File: src/hw/rtl/rwc_pkg.sv
// Shared types and constants for the range window cache lookup unit.
package rwc_pkg;

	localparam int START_W  = 40;
	localparam int LEN_W    = 24;
	localparam int FSIZE_W  = 40;
	localparam int WSIZE_W  = 31;
	localparam int SLOT_W   = 4;
	localparam int CFG_W    = 40;
	localparam int CFG_IDX_W = 1;

	localparam logic [CFG_IDX_W-1:0] REG_FILE_SIZE   = 1'd0;
	localparam logic [CFG_IDX_W-1:0] REG_WINDOW_SIZE = 1'd1;

	localparam logic [FSIZE_W-1:0] FILE_SIZE_RST   = 40'd0;
	localparam logic [WSIZE_W-1:0] WINDOW_SIZE_RST = 31'd6553600;

	typedef struct packed {
		logic               hit;
		logic [SLOT_W-1:0]  slot;
		logic [START_W-1:0] offset;
		logic [START_W-1:0] window_base;
		logic [WSIZE_W-1:0] window_len;
		logic               past_end;
	} rwc_result_t;

endpackage

File: src/hw/rtl/rwc_table.sv
// Window table: slot storage, range lookup, miss allocation and victim pointer.
module rwc_table #(
	parameter int SLOTS      = 5,
	parameter int ALIGN_BITS = 16,
	parameter int ADDR_BITS  = 40
) (
	input  logic                            clk,
	input  logic                            arst_n,
	input  logic                            req_vld,
	input  logic [rwc_pkg::START_W-1:0]     req_start,
	input  logic [rwc_pkg::LEN_W-1:0]       req_len,
	input  logic [rwc_pkg::FSIZE_W-1:0]     file_size,
	input  logic [rwc_pkg::WSIZE_W-1:0]     window_size,
	output rwc_pkg::rwc_result_t            res
);
	import rwc_pkg::*;

	localparam int AW = ADDR_BITS;
	localparam int PW = (SLOTS > 1) ? $clog2(SLOTS) : 1;
	localparam logic [AW-1:0] ALIGN_MASK = {{(AW-ALIGN_BITS){1'b1}}, {ALIGN_BITS{1'b0}}};
	localparam logic [PW:0] SLOTS_V = (PW+1)'(SLOTS);
	localparam logic [PW-1:0] LAST_SLOT = PW'(SLOTS - 1);

	logic [AW-1:0] base_q [SLOTS];
	logic [AW-1:0] end_q  [SLOTS];
	logic [SLOTS-1:0] valid_q;
	logic [PW-1:0] ptr_q;

	logic [AW-1:0]      start_w;
	logic [AW-1:0]      aligned_w;
	logic [FSIZE_W-1:0] aligned;
	logic [FSIZE_W-1:0] room;
	logic [WSIZE_W-1:0] wlen;
	logic               past;
	logic [SLOTS-1:0]   hit_vec;
	logic [PW-1:0]      sel;
	logic               any_hit;
	logic [PW-1:0]      victim;
	logic [PW-1:0]      ptr_nxt;
	logic [AW-1:0]      end_new;

	assign start_w   = AW'(req_start);
	assign aligned_w = start_w & ALIGN_MASK;
	assign aligned   = FSIZE_W'(aligned_w);
	assign room      = file_size - aligned;
	assign past      = aligned >= file_size;

	always_comb begin
		if (past) begin
			wlen = '0;
		end else if ({{(FSIZE_W-WSIZE_W){1'b0}}, window_size} >= room) begin
			wlen = WSIZE_W'(room);
		end else begin
			wlen = window_size;
		end
	end

	assign end_new = AW'({1'b0, aligned} + {{(FSIZE_W+1-WSIZE_W){1'b0}}, wlen});

	always_comb begin
		for (int i = 0; i < SLOTS; i++) begin
			hit_vec[i] = valid_q[i] && (base_q[i] <= start_w) && (start_w <= end_q[i])
				&& (AW'(req_len) <= end_q[i] - start_w);
		end
	end

	always_comb begin
		sel = '0;
		for (int i = SLOTS - 1; i >= 0; i--) begin
			if (hit_vec[i]) begin
				sel = PW'(i);
			end
		end
	end

	assign any_hit = |hit_vec;
	assign victim  = ({1'b0, ptr_q} < SLOTS_V) ? ptr_q : '0;
	assign ptr_nxt = (victim == LAST_SLOT) ? '0 : victim + PW'(1);

	always_comb begin
		if (any_hit) begin
			res.hit         = 1'b1;
			res.slot        = SLOT_W'(sel);
			res.offset      = START_W'(start_w - base_q[sel]);
			res.window_base = START_W'(base_q[sel]);
			res.window_len  = WSIZE_W'(end_q[sel] - base_q[sel]);
			res.past_end    = 1'b0;
		end else begin
			res.hit         = 1'b0;
			res.slot        = SLOT_W'(victim);
			res.offset      = START_W'(start_w - aligned_w);
			res.window_base = START_W'(aligned);
			res.window_len  = wlen;
			res.past_end    = past;
		end
	end

	always_ff @(posedge clk or negedge arst_n) begin
		if (!arst_n) begin
			valid_q <= '0;
			ptr_q   <= '0;
			for (int i = 0; i < SLOTS; i++) begin
				base_q[i] <= '0;
				end_q[i]  <= '0;
			end
		end else if (req_vld && !any_hit) begin
			base_q[victim]  <= AW'(aligned);
			end_q[victim]   <= end_new;
			valid_q[victim] <= 1'b1;
			ptr_q           <= ptr_nxt;
		end
	end

endmodule

File: src/hw/rtl/range_window_cache_lookup_unit.sv
// Top level of the range window cache lookup unit.
//
//  channel   signals                                      handshake
//  -------   -------                                      ---------
//  request   start_addr, access_len                       start & !busy
//  result    hit, slot, offset, window_base,              done, one cycle
//            window_len, past_end
//  config    cfg_index, cfg_wdata                         cfg_we
//
//  An accepted item is held in the input register and looked up in the table; its
//  result is then registered onto the result ports, marked by done.
//  One item every cycle: busy stays low.
//  Table lookup and victim write both happen in the single stage after the
//  input register. Reset clears all slot valid bits and the victim pointer.
//  The receiver cannot stall the result.
module range_window_cache_lookup_unit #(
	parameter int SLOTS      = 5,
	parameter int ALIGN_BITS = 16,
	parameter int ADDR_BITS  = 40
) (
	input  logic                              clk,
	input  logic                              arst_n,
	input  logic                              start,
	output logic                              busy,
	input  logic [rwc_pkg::START_W-1:0]       start_addr,
	input  logic [rwc_pkg::LEN_W-1:0]         access_len,
	output logic                              done,
	output logic                              hit,
	output logic [rwc_pkg::SLOT_W-1:0]        slot,
	output logic [rwc_pkg::START_W-1:0]       offset,
	output logic [rwc_pkg::START_W-1:0]       window_base,
	output logic [rwc_pkg::WSIZE_W-1:0]       window_len,
	output logic                              past_end,
	input  logic                              cfg_we,
	input  logic [rwc_pkg::CFG_IDX_W-1:0]     cfg_index,
	input  logic [rwc_pkg::CFG_W-1:0]         cfg_wdata
);
	import rwc_pkg::*;

	logic [FSIZE_W-1:0] file_size_q;
	logic [WSIZE_W-1:0] window_size_q;
	logic               vld_s1;
	logic [START_W-1:0] start_s1;
	logic [LEN_W-1:0]   len_s1;
	rwc_result_t        res;
	rwc_result_t        res_q;
	logic               done_q;

	assign busy = 1'b0;

	always_ff @(posedge clk or negedge arst_n) begin
		if (!arst_n) begin
			file_size_q   <= FILE_SIZE_RST;
			window_size_q <= WINDOW_SIZE_RST;
		end else if (cfg_we) begin
			case (cfg_index)
				REG_FILE_SIZE:   file_size_q   <= FSIZE_W'(cfg_wdata);
				REG_WINDOW_SIZE: window_size_q <= WSIZE_W'(cfg_wdata);
				default: ;
			endcase
		end
	end

	always_ff @(posedge clk or negedge arst_n) begin
		if (!arst_n) begin
			vld_s1 <= 1'b0;
			done_q <= 1'b0;
		end else begin
			vld_s1 <= start && !busy;
			done_q <= vld_s1;
		end
	end

	always_ff @(posedge clk) begin
		if (start && !busy) begin
			start_s1 <= start_addr;
			len_s1   <= access_len;
		end
		if (vld_s1) begin
			res_q <= res;
		end
	end

	rwc_table #(
		.SLOTS      (SLOTS),
		.ALIGN_BITS (ALIGN_BITS),
		.ADDR_BITS  (ADDR_BITS)
	) u_table (
		.clk         (clk),
		.arst_n      (arst_n),
		.req_vld     (vld_s1),
		.req_start   (start_s1),
		.req_len     (len_s1),
		.file_size   (file_size_q),
		.window_size (window_size_q),
		.res         (res)
	);

	assign done        = done_q;
	assign hit         = res_q.hit;
	assign slot        = res_q.slot;
	assign offset      = res_q.offset;
	assign window_base = res_q.window_base;
	assign window_len  = res_q.window_len;
	assign past_end    = res_q.past_end;

endmodule

File: config.mk
export PLATFORM = sky130hd
export DESIGN_NAME = range_window_cache_lookup_unit
export DESIGN_NICKNAME = d
export VERILOG_FILES = /design/src/hw/rtl/rwc_pkg.sv /design/src/hw/rtl/rwc_table.sv /design/src/hw/rtl/range_window_cache_lookup_unit.sv
export SDC_FILE = /design/constraint.sdc
export NUM_CORES = 2
export LEC_CHECK = 0
export ABC_AREA = 1
export BUFFER_PORTS_ARGS = -buffer_cell sky130_fd_sc_hd__buf_2
export CAP_MARGIN = 20
export CORE_MARGIN = 8
export CORE_UTILIZATION = 55
export DETAILED_ROUTE_END_ITERATION = 16
export HOLD_SLACK_MARGIN = 0.06
export PLACE_DENSITY_LB_ADDON = 0.08
export SLEW_MARGIN = 25
export SYNTH_ARGS = -nofsm -noshare
export SYNTH_HDL_FRONTEND = slang
export SYNTH_SLANG_ARGS = --single-unit
File: constraint.sdc
create_clock -name clk -period 8.2 [get_ports clk]
set_clock_uncertainty 0.05 [all_clocks]
set_input_delay 1.64 -clock clk [delete_from_list [all_inputs] [get_ports clk]]
set_output_delay 1.64 -clock clk [all_outputs]
set_load 0.03 [all_outputs]
==> flow_metrics.tcl <==
set metrics [dict create \
    hp-class "register to register" \
    sw_frac_of_total_pct 51.4 \
    holdPathStages 0 \
    finalSetupViolCount 0 \
    io_buffers 209 \
    synth-simple-area-share_pct 25.5 \
    synthAdderAreaFrac_pct 15.1 \
    peakVddDrop_mv 0.540 \
    areaGrowthSynthToFinish_pct 14.6 \
    r2r-start "start_s1[20]" \
    crit_start "start_s1[20]" \
    initial_core_util_pct 55.2 \
    dieArea_um2 94800 \
    die_h_um 308 \
    synth_top_flop_cell "dfrtp_1" \
    final_area_um2 53700 \
    p_per_area_nw_per_um2 479 \
    dr.pass1.iters 6 \
    synth.distinct_cells 60 \
    synthCells 6577 \
    die_w_um 308 \
    drv_slew 0 \
    viasPerCell 5.95 \
    grt_pass1_vias 47000 \
    crit_fanout 5 \
    cts_sinks 565 \
    synth_top_area_cell "dfrtp_1" \
    synth_top_area_share_pct 21.2 \
    grt_antenna_before_repair 4 \
    cts-htree-levels 3 \
    synth_top_family_by_area "simple AND/OR/NAND/NOR gates" \
    syn_area_per_cell_um2 7.13 \
    max_freq_ghz 0.127 \
    placed_area_um2 50900 \
    clk_pin_slew_ns 0.06 \
    cp.arrival_ns 8.24 \
    power_switching_mw 13.2 \
    rrSetupSlack_ns 0.30 \
    clkLatencyLatePin_ns 0.66 \
    p_leak_nw 27.2 \
    clk_path_buf_depth 3 \
    ys_warn_count 0 \
    core_um2 84900 \
    fin_crit_sh_pct 96.3 \
    ys_seq_area_share_pct 31.9 \
    fin_setup_tns_ns 0 \
    utilization_pct 63.3 \
    p_clk_share_pct 12.6 \
    hold_end "offset[4]" \
    cp_slowest_cell "edfxtp_1" \
    hold_start "start_s1[4]" \
    drive_gt1_share_pct 10.7 \
    power_frac_seq_pct 19.7 \
    p_int_mw 12.5 \
    worst_r2r_path_depth 48 \
    maxCapViolCount 0 \
    vias 48800 \
    synth_compound_area_share_pct 15.4 \
    hold_buffers 0 \
    ys_seq_elements 565 \
    hold_viol 0 \
    fin_crit_ns 7.90 \
    endpoint_kind "register" \
    synthXorXnorAreaFrac_pct 3.53 \
    routed_wl_mm 195 \
    tritoncts "done" \
    path_class "register to register" \
    boundaryPins 228 \
    syn_area_um2 46900 \
    critPathLaunchType "register" \
    synth_area_leaders "dfrtp_1 21%, nand2_1 16%, ha_1 15%, edfxtp_1 11%, o21ai_0 6.3%" \
    status "finished, final reports clean" \
    numCtsBuffers 68 \
    rr_endpoint "offset[38]" \
    drc 0 \
    p_comb_share_pct 67.8 \
    layout.nets 7674 \
    grt_pass1_wl_mm 285 \
    wl_per_cell_um 23.8 \
    dpl.hpwl_mm 158 \
    grt_use_total_pct 40.0 \
    tightest_slew_ns 1.13 \
    place_congestion 1.09 \
    async_reset_ff_share_pct 71.0 \
    drt.antenna.violating_nets 0 \
    grt_max_degree 155 \
    synth-edff-count 164 \
    fp-row-count 107 \
    max_stage_delay_ns 0.40 \
    synthMuxAreaShare_pct 0.878 \
    relSlewSlack_pct 24.3 \
    required_ns 8.54 \
    cp_common_cell "nand2_1" \
    drt-initial-drc-count 5155 \
    cts_root_buf "clkbuf_16" \
    grt-ovfl-total 0 \
]
-- power groups by stage --
stage / sequential (mW) / clock [mW] / combinational (mW)
global route: 5.11 / 3.37 / 19.0
detailed placement: 5.02 / 0 / 16.6
finish: 5.06 / 3.24 / 17.4
CTS: 4.99 / 3.26 / 16.8
global placement: 5.02 / 0 / 16.4
floorplan: 5.16 / 0 / 10.1
-- cell usage in the layout, fill, tap and decap left out, types with 74 or more instances in the layout --
cell / instances
nand2_1: 1956
edfxtp_1: 164
nor2_1: 515
xnor2_1: 115
buf_2: 207
inv_1: 714
o21ai_1: 109
nand3_1: 247
xor2_1: 74
buf_4: 303
nand4_1: 79
dfrtp_1: 397
o21ai_0: 575
a21oi_1: 454
ha_1: 546
-- metal layers --
metal,part of all wire (%),wire (um),GRT usage [%]
met1,38,73300,48.6
met2,45,87400,64.5
met3,11,20500,9.09
met4,7.2,14000,24.3
met5,0.0056,11,0
-- worst max-delay path by stage --
stage / to / slack, ns / cells after the start
3_5_place_dp: offset[38] / -0.11 / 53
3_3_place_gp: offset[38] / -0.002 / 52
6_report: offset[38] / 0.30 / 48
5_1_grt: offset[38] / -0.08 / 52
4_1_cts: offset[38] / 0.02 / 52
2_1_floorplan: offset[38] / 1.33 / 47
-- area by class of cell --
type                       instances  area (um^2)
tap                             1144         1430
fill                            7890        31200
multi-input combinational       5117        28700
antenna                            2         5.00
timing repair buffer             519         3480
clock buffer                      92         2000
clock inverter                    32          374
sequential                       565        15000
inverter                         733         2760
-- synthesized netlist by cell type, types with 21 or more instances --
cell type and number:
xor2_1 74, dfrtp_1 398, a31oi_1 27, xnor2_1 115, o22ai_1 28, nand2_1 1968
inv_1 726, o21ai_0 589, a21oi_1 468, o21bai_1 28, clkbuf_1 110, nand4_1 79
nor2_1 533, buf_2 37, o21a_1 29, nor4_1 21, mux2i_1 31, buf_4 23
ha_1 554, o21ai_1 95, edfxtp_1 164, nand3_1 251, nor3_1 57
-- per-stage QoR --
step	power, mW	worst slack [ns]	hold slack [ns]	std cells
2_1_floorplan	15.3	1.33	0.372	6594
3_3_place_gp	21.4	-0.00225	0.378	8058
3_5_place_dp	21.6	-0.107	0.386	8058
4_1_cts	25.0	0.0247	0.400	8183
5_1_grt	27.5	-0.0805	0.421	8202
6_report	25.7	0.303	0.400	8204
-- cells by family (layout without fill, tap and decap cells) --
logic type / after synthesis / after routing
and+or+nand+nor: 2959 / 2959
adders and majority gates: 561 / 561
xor gates and xnor gates: 189 / 189
AOI/OAI and AO/OA: 1350 / 1350
buffers and inverters: 912 / 1376
muxes: 40 / 40
DFF: 565 / 565
other: 1 / 20
-- flip-flops by register name (all words and copies together), names as in the netlist, 3 cells and up --
register / count
u_table.end_q: 200
u_table.base_q: 120
start_s1: 40
window_size_q: 31
window_base: 24
len_s1: 24
window_len: 31
offset: 40
file_size_q: 40
u_table.ptr_q: 3
slot: 3
u_table.valid_q: 5
-- critical path: cells and delay by family (launching register included) --
kind,cells,cell delay (ns)
AO/OA/AOI/OAI,13,1.98
XOR/XNOR,1,0.19
adder cells (fa/ha/maj),3,1.00
buffers and inverters,7,0.90
flip-flops,1,0.40
multiplexers,1,0.14
AND/OR/NAND/NOR,23,2.95
-- timing repair --
| item | CTS | global route |
|---|---|---|
| setup buffers | 1 | 19 |
| pin swaps | 1 | 14 |
| setup endpoints to repair | 2 | 30 |
| resized for setup | 11 | 82 |
(Power assumes the default switching activity.)
